### src/sv/utf8d_pkg.sv
package utf8d_pkg;

  localparam int unsigned CpWidth = 21;
  localparam int unsigned ByteWidth = 8;
  localparam int unsigned LeftWidth = 3;

  localparam logic [7:0] AsciiLimit = 8'h80;
  localparam logic [7:0] Lead2Mask = 8'hE0;
  localparam logic [7:0] Lead2Code = 8'hC0;
  localparam logic [7:0] Lead3Mask = 8'hF0;
  localparam logic [7:0] Lead3Code = 8'hE0;
  localparam logic [7:0] Lead4Mask = 8'hF8;
  localparam logic [7:0] Lead4Code = 8'hF0;
  localparam logic [7:0] ContMask = 8'hC0;
  localparam logic [7:0] ContCode = 8'h80;
  localparam logic [7:0] Bits2Mask = 8'h1F;
  localparam logic [7:0] Bits3Mask = 8'h0F;
  localparam logic [7:0] Bits4Mask = 8'h07;

  typedef struct packed {
    logic [CpWidth-1:0] accumulator;
    logic [1:0]         pending_count;
    logic               draining;
  } dec_state_t;

  typedef struct packed {
    logic               valid;
    logic [CpWidth-1:0] code_point;
  } dec_result_t;

endpackage

### src/sv/utf8_to_codepoint_decoder_unit.sv
// Streaming UTF-8 decoder: one byte enters per beat together with the number of bytes
// left in its string (saturated at 4), and a 21-bit code point leaves when a sequence
// completes. Each byte passes an input register, combinational decode logic and a result
// register, so the block takes one byte every cycle while the output is not stalled, and
// a code point leaves the result register after its last byte has passed the input register. Invalid leads are
// skipped, a bad continuation byte restarts decoding at that byte, and a lead that needs
// more bytes than remain discards the rest of the string. No overlong, surrogate or
// range checks are made.
module utf8_to_codepoint_decoder_unit (
  input  logic                               clk,
  input  logic                               rst,
  input  logic                               in_valid,
  output logic                               in_stall,
  input  logic [utf8d_pkg::ByteWidth-1:0]    data_byte,
  input  logic [utf8d_pkg::LeftWidth-1:0]    bytes_left,
  output logic                               out_valid,
  input  logic                               out_stall,
  output logic [utf8d_pkg::CpWidth-1:0]      code_point
);

  logic                               hold_valid;
  logic [utf8d_pkg::ByteWidth-1:0]    hold_byte;
  logic [utf8d_pkg::LeftWidth-1:0]    hold_left;
  utf8d_pkg::dec_state_t              state;
  utf8d_pkg::dec_state_t              state_next;
  utf8d_pkg::dec_result_t             result;
  logic                               advance;
  logic                               out_free;

  utf8d_step u_step (
    .state      (state),
    .data_byte  (hold_byte),
    .bytes_left (hold_left),
    .state_next (state_next),
    .result     (result)
  );

  assign out_free = !out_valid || !out_stall;
  assign advance = hold_valid && out_free;
  assign in_stall = hold_valid && !advance;

  always_ff @(posedge clk) begin
    if (rst) begin
      hold_valid <= 1'b0;
    end else if (!in_stall) begin
      hold_valid <= in_valid;
    end
  end

  always_ff @(posedge clk) begin
    if (in_valid && !in_stall) begin
      hold_byte <= data_byte;
      hold_left <= bytes_left;
    end
  end

  always_ff @(posedge clk) begin
    if (rst) begin
      state <= '0;
    end else if (advance) begin
      state <= state_next;
    end
  end

  always_ff @(posedge clk) begin
    if (rst) begin
      out_valid <= 1'b0;
    end else if (out_free) begin
      out_valid <= advance && result.valid;
    end
  end

  always_ff @(posedge clk) begin
    if (advance && result.valid) begin
      code_point <= result.code_point;
    end
  end

endmodule

### src/sv/utf8d_step.sv
module utf8d_step (
  input  utf8d_pkg::dec_state_t                  state,
  input  logic [utf8d_pkg::ByteWidth-1:0]        data_byte,
  input  logic [utf8d_pkg::LeftWidth-1:0]        bytes_left,
  output utf8d_pkg::dec_state_t                  state_next,
  output utf8d_pkg::dec_result_t                 result
);

  logic [2:0]                       left;
  logic [2:0]                       need;
  logic [utf8d_pkg::CpWidth-1:0]    bits;
  logic                             lead_ok;
  logic                             is_cont;
  logic [utf8d_pkg::CpWidth-1:0]    acc_shift;
  logic [1:0]                       pend_dec;

  always_comb begin
    if (bytes_left == 3'd0) begin
      left = 3'd1;
    end else if (bytes_left > 3'd4) begin
      left = 3'd4;
    end else begin
      left = bytes_left;
    end
  end

  always_comb begin
    lead_ok = 1'b1;
    need = 3'd1;
    bits = '0;
    priority if (data_byte < utf8d_pkg::AsciiLimit) begin
      need = 3'd1;
      bits = {13'd0, data_byte};
    end else if ((data_byte & utf8d_pkg::Lead2Mask) == utf8d_pkg::Lead2Code) begin
      need = 3'd2;
      bits = {13'd0, data_byte & utf8d_pkg::Bits2Mask};
    end else if ((data_byte & utf8d_pkg::Lead3Mask) == utf8d_pkg::Lead3Code) begin
      need = 3'd3;
      bits = {13'd0, data_byte & utf8d_pkg::Bits3Mask};
    end else if ((data_byte & utf8d_pkg::Lead4Mask) == utf8d_pkg::Lead4Code) begin
      need = 3'd4;
      bits = {13'd0, data_byte & utf8d_pkg::Bits4Mask};
    end else begin
      lead_ok = 1'b0;
    end
  end

  assign is_cont = (data_byte & utf8d_pkg::ContMask) == utf8d_pkg::ContCode;
  assign acc_shift = {state.accumulator[utf8d_pkg::CpWidth-7:0], data_byte[5:0]};
  assign pend_dec = state.pending_count - 2'd1;

  always_comb begin
    state_next = state;
    result.valid = 1'b0;
    result.code_point = acc_shift;
    if (state.draining) begin
      if (left == 3'd1) begin
        state_next.draining = 1'b0;
      end
    end else if ((state.pending_count != 2'd0) && is_cont) begin
      state_next.accumulator = acc_shift;
      state_next.pending_count = pend_dec;
      if (pend_dec == 2'd0) begin
        result.valid = 1'b1;
      end else if (left == 3'd1) begin
        state_next.pending_count = 2'd0;
      end
    end else begin
      // A broken sequence is dropped and this byte is treated as a lead.
      state_next.pending_count = 2'd0;
      if (lead_ok) begin
        if (need > left) begin
          state_next.draining = (left != 3'd1);
        end else if (need == 3'd1) begin
          result.valid = 1'b1;
          result.code_point = bits;
        end else begin
          state_next.accumulator = bits;
          state_next.pending_count = 2'(need - 3'd1);
        end
      end
    end
  end

endmodule
### config.mk
export PLATFORM = sky130hd
export DESIGN_NAME = utf8_to_codepoint_decoder_unit
export DESIGN_NICKNAME = d
export VERILOG_FILES = /design/src/sv/utf8d_pkg.sv /design/src/sv/utf8_to_codepoint_decoder_unit.sv /design/src/sv/utf8d_step.sv
export SDC_FILE = /design/constraint.sdc
export NUM_CORES = 1
export LEC_CHECK = 0
export ABC_AREA = 1
export BUFFER_PORTS_ARGS = -buffer_cell sky130_fd_sc_hd__buf_2
export CAP_MARGIN = 20
export CELL_PAD_IN_SITES_DETAIL_PLACEMENT = 0
export CELL_PAD_IN_SITES_GLOBAL_PLACEMENT = 1
export CORE_MARGIN = 1.5
export CORE_UTILIZATION = 43
export CTS_BUF_LIST = sky130_fd_sc_hd__clkbuf_16
export CTS_CLUSTER_DIAMETER = 60
export DETAILED_ROUTE_END_ITERATION = 7
export GPL_ROUTABILITY_DRIVEN = 1
export PLACE_DENSITY = 0.88
export SETUP_SLACK_MARGIN = 0.4
export SLEW_MARGIN = 20
export SYNTH_ARGS = -nofsm -noshare
export SYNTH_HDL_FRONTEND = slang
export SYNTH_HIERARCHICAL = 1
export SYNTH_SLANG_ARGS = --single-unit
### constraint.sdc
create_clock -name clk -period 3.8 [get_ports clk]
set_input_delay 0.19 -clock clk [delete_from_list [all_inputs] [get_ports clk]]
set_output_delay 0.19 -clock clk [all_outputs]
set_load 0.02 [all_outputs]
==> results of run 1 <==
==> state kept, by name, summed over array words and instances, names as in the netlist <==
register	count
hold_valid	1
code_point	21
hold_byte	8
hold_left	3
state	18
out_valid	1
==> through the flow <==
step | setup slack, ns | power (mW) | area (um2) | hold slack, ns
after floorplan | 0.5065 | 0.8266 | 2733 | 0.2591
after global placement | 1.153 | 0.8576 | 2877 | 0.3664
after detailed placement | 1.094 | 0.8639 | 2877 | 0.3686
after CTS | 1.083 | 1.290 | 3018 | 0.06967
after global routing | 0.7974 | 1.341 | 3018 | 0.06246
final | 1.088 | 1.275 | 3018 | 0.07417
==> critical path, cell delays in order (launching register included) <==
cell      delay [ns]
edfxtp_1        0.48
nand4_1         0.20
inv_1           0.06
nor2_1          0.14
inv_1           0.06
ha_1            0.30
nand3_1         0.08
nand2_1         0.06
nand2_1         0.19
nand2_1         0.13
nor3_4          0.13
a31o_2          0.12
inv_1           0.05
nor2_2          0.09
buf_4           0.29
==> report_power, final <==
| part | leakage (nW) | internal (mW) | switching (mW) | total [mW] |
|---|---|---|---|---|
| clock network | 0.0710 | 0.240 | 0.184 | 0.424 |
| registers | 0.470 | 0.631 | 0.0179 | 0.649 |
| logic | 0.787 | 0.0712 | 0.130 | 0.201 |
| total | 1.33 | 0.943 | 0.332 | 1.27 |
==> placed cells by master, fill, tap and decap left out, types with 2 or more instances in the layout <==
cell type	n
o21ai_1	8
clkbuf_16	5
inv_1	58
a21oi_2	4
dfxtp_1	20
edfxtp_1	32
nand2_1	54
nor2_1	37
nand2_2	4
nand4_1	5
a21oi_1	24
buf_2	37
nand2_4	2
o21ai_0	7
nor2_2	5
nand3_2	3
buf_4	3
inv_2	2
nand3_1	25
ha_1	6
==> metal layers <==
| metal | up-vias | share of wire (%) | global-route usage (%) |
|---|---|---|---|
| li1 | 1079 | - | - |
| met4 | 0 | 2.4 | 7.000 |
| met2 | 30 | 52 | 30.00 |
| met5 | - | 0 | 0 |
| met3 | 10 | 2.6 | 3.407 |
| met1 | 952 | 43 | 18.18 |
==> area by class of cell <==
cell class,count,share of cell area [%]
clock inverters,3,0.5390
clock buffers,5,4.146
repair buffers,40,6.882
inverters,59,7.338
flip-flops and latches,52,45.11
multi-input cells,192,32.88
well taps,75,3.109
==> worst paths after layout <==
| kind | start | endpoint | slack [ns] | cells after the start |
|---|---|---|---|---|
| min reg2reg | hold_byte[4] | code_point[4] | 0.46 | 0 |
| max reg2reg | hold_byte[6] | code_point[15] | 1.09 | 14 |
| min | data_byte[1] | hold_byte[1] | 0.07 | 1 |
| max | hold_byte[6] | code_point[15] | 1.09 | 14 |
==> impl_metrics.yaml, run 1 <==
final_layout:
  seq_area_um2: 1361
  num_antenna_cells: 0
  layout.nets: 371
  syn_to_final_growth_pct: 10.44
  final_core_util_pct: 50.08
  final_cells: 426
  drive_gt1_share_pct: 20.23
  fill_cells: 617
  multi_input_area_um2: 992.2
die:
  io_pins: 38
  dieArea_um2: 6842
  start_util_pct: 45.35
  dieHeight_um: 82.72
  die_w_um: 82.72
  core_area_um2: 6026
  rows: 28
sta:
  hold_viol: 0
  slew_headroom_pct: 54.38
  finClkSkew_ns: 0.006496
  timing.fmax_mhz: 368.7
  tightest_slew_ns: 0.6820
  setup-tns-final_ns: 0
  slew_viol_final: 0
  setup_viol: 0
  rsz0062_at_grt: "no"
  final.min_clock_period_ns: 2.712
  fin_crit_sh_pct: 71.37
drt:
  drt-initial-drc-count: 61
  avgRoutedWirePerCell_um: 11.84
  drc: 0
  detail_route.first_pass.iterations: 4
  drt-total-wl_mm: 5.042
  vias_per_cell: 4.862
  antenna_left: 0
  vias: 2071
critical_path:
  crit_fanout: 21
  cp.required_ns: 3.77
  setup.worst_path.start_class: "register"
  end_kind: "register"
  worstPathArrival_ns: 2.68
  worstSetupPathType: "reg2reg"
clocking:
  cts_made_buffers: 5
  ctsResizeCount: 0
  cts_setup_buffers: 0
  cts_tree: "built"
  clk_pin_slew_worst_paths_ns: 0.07
  holdBufCountCts: 0
  clock_latency_ns: 0.29
  cts.path.max_buffers: 2
  root_buffer: "clkbuf_16"
  h-tree-depth: 2
  cts.sinks: 52
power:
  max-vdd-ir-drop_mv: 0.2264
  p_per_area_nw_per_um2: 422.3
  leakagePower_nw: 1.328
worst_hold_path:
  min_path_type: "in2reg"
yosys:
  syn_nets: 347
  synth_cells: 326
  yosysWarningCount: 6
  syn_area_per_cell_um2: 8.382
  syn_area_um2: 2733
global_routing:
  grt_pass1_wl_mm: 8.307
  grt_pass1_vias: 1928
  grt_max_degree: 39
  grt_overflow: 0
  grt.total_usage_pct: 16.37
  antenna_found_initial: 0
outcome:
  outcome: "finished, final reports clean"
job:
  maxCapViolations: 0
placement:
  place_hpwl_mm: 3.494
  portBuffers: 37
  place_congestion: 0.7823
  dpl.cell_count: 418
(Power assumes the default switching activity.)
==> inputs of run 2 (changes only) <==
==> constraint.sdc (replaced) <==
create_clock -name clk -period 2.7 [get_ports clk]
set_input_delay 0.135 -clock clk [delete_from_list [all_inputs] [get_ports clk]]
set_output_delay 0.135 -clock clk [all_outputs]
set_load 0.02 [all_outputs]
==> impl_metrics.yaml, run 2 (synthesis gave the netlist of run 1 again) <==
sta:
  timing.fmax_mhz: 408.2
  setup-tns-final_ns: 0
  fin_crit_sh_pct: 90.73
  setup_viol: 0
  rsz0062_at_grt: "yes"
  tightest_slew_ns: 0.5530
  finClkSkew_ns: 0.003196
  hold_viol: 0
  final.min_clock_period_ns: 2.450
  slew_headroom_pct: 63.09
  slew_viol_final: 0
drt:
  drc: 0
  drt-total-wl_mm: 6.301
  detail_route.first_pass.iterations: 4
  vias: 2249
  avgRoutedWirePerCell_um: 13.61
  antenna_left: 0
  drt-initial-drc-count: 130
  vias_per_cell: 4.857
clocking:
  cts.sinks: 52
  root_buffer: "clkbuf_16"
  h-tree-depth: 2
  cts_tree: "built"
  holdBufCountCts: 0
  clock_latency_ns: 0.29
  cts.path.max_buffers: 2
  cts_made_buffers: 5
  clk_pin_slew_worst_paths_ns: 0.07
die:
  io_pins: 38
  start_util_pct: 45.35
  dieArea_um2: 6842
  rows: 28
  dieHeight_um: 82.72
  core_area_um2: 6026
  die_w_um: 82.72
final_layout:
  layout_commonest_cell: "inv_1"
  largest-register: "code_point"
  layout_common_cells: "inv_1 (52), nand2_1 (48), buf_2 (37)"
  layout.nets: 408
  drive_gt1_share_pct: 34.02
  top_regs: "code_point: 21 flops, state: 18 flops, hold_byte: 8 flops"
  largest_register_ffs: 21
  syn_to_final_growth_pct: 31.09
  num_antenna_cells: 0
critical_path:
  cp_top_family: "simple AND/OR/NAND/NOR gates"
  cpPeakStageDelay_ns: 0.46
  crit_fanout: 5
  rr_endpoint: "code_point[6]"
  rr_startpoint: "hold_byte[6]"
  crit_start: "hold_byte[6]"
  worstPathArrival_ns: 2.46
  slowest_stage: "edfxtp_1"
  end_kind: "register"
  cp.buffers_inverters: 5
  crit_top_cell: "nand2_2"
  reg2reg_slack_ns: 0.25
  worstSetupPathType: "reg2reg"
  setup.worst_path.start_class: "register"
  r2r_cells: 16
  cp.required_ns: 2.71
  worstPathCellList: "nand2_2 > nor2_2 > nand2_2 > inv_2 > ha_4 > a21oi_2 > nand2_2 > nand2_4 > nand2_4 > nor3_4 > a31o_2 > inv_2 > nor2_4 > buf_6 > buf_6 > buf_16"
worst_hold_path:
  hp-start: "data_byte[1]"
  hold_depth: 1
  hold-path-endpoint: "hold_byte[1]"
  min_path_type: "in2reg"
outcome:
  outcome: "finished, final reports clean"
global_routing:
  grt.total_usage_pct: 18.21
  grt_max_degree: 39
  grt_pass1_wl_mm: 9.397
  antenna_found_initial: 0
  grt_overflow: 0
  grt_pass1_vias: 2132
job:
  maxCapViolations: 0
placement:
  place_hpwl_mm: 3.506
  place_congestion: 0.7786
  portBuffers: 37
power:
  total_power_mw: 1.981
  leakagePower_nw: 1.573
  p_per_area_nw_per_um2: 553.0
  max-vdd-ir-drop_mv: 0.3842
run 2: cell count changes in the layout (fill, tap and decap cells not counted), moves of 3 or more:
cell / delta
a21oi_1: -3
a21oi_2: +3
buf_16: +3
inv_1: -6
inv_2: +5
o21ai_2: +3
nand2_4: +3
buf_4: +22
nand2_1: -6
buf_6: +6
ha_1: -3
o21ai_0: -3
buf_12: +3
run 2: worst max path at each step:
stage                     slack, ns  depth (start not counted)             to
after detailed placement       0.15                         14  code_point[1]
final                          0.25                         16  code_point[6]
after global routing           0.12                         16  code_point[6]
after floorplan                0.05                         13  code_point[0]
after CTS                      0.34                         16  code_point[6]
after global placement         0.17                         14  code_point[6]
run 2: area by class of cell:
type	instances	area [um2]
Clock buffer	5	125.1
Clock inverter	3	18.77
Fill cell	528	2444
Inverter	59	221.5
Multi-Input combinational cell	193	1129
Sequential cell	52	1361
Tap cell	75	93.84
Timing Repair Buffer	76	633.1
run 2: what timing repair did:
| item | in CTS | in global routing |
|---|---|---|
| resized for setup | 18 | 24 |
| pin swaps | 10 | 7 |
| buffers inserted | 24 | 6 |
| endpoints found under the setup margin | 49 | 55 |
| gates cloned | 3 | 3 |
run 2: worst register-to-register path: cells and delay by family, from the launching register on:
family	cells	cell delay, ns
simple gates	8	0.77
compound gates	2	0.29
flops	1	0.46
buf+inv	5	0.43
fa+ha+maj	1	0.23
run 2: stage by stage:
| step | hold WS, ns | cell area [um2] | util [%] | instances | worst slack, ns |
|---|---|---|---|---|---|
| after floorplan | 0.2041 | 2745 | - | 326 | 0.05112 |
| final | 0.01805 | 3582 | 59.45 | 463 | 0.2502 |
| after global routing | 0.006982 | 3582 | 59.45 | 463 | 0.1152 |
| after CTS | 0.01388 | 3381 | 56.10 | 454 | 0.3356 |
| after global placement | 0.3110 | 2907 | 48.24 | 419 | 0.1750 |
| after detailed placement | 0.3136 | 2907 | 48.24 | 419 | 0.1496 |
run 2: layer usage:
| metal | GRT usage, % | vias up | wire, um |
|---|---|---|---|
| met5 | 0 | - | 0 |
| met4 | 11.67 | 0 | 255 |
| met3 | 3.077 | 17 | 176 |
| met2 | 32.76 | 44 | 3222 |
| met1 | 19.55 | 1025 | 2647 |
| li1 | - | 1163 | - |
run 2: power by group:
group	internal, mW	switching (mW)	total, mW
sequential	0.888	0.0272	0.915
combinational	0.203	0.241	0.444
clock	0.342	0.280	0.622
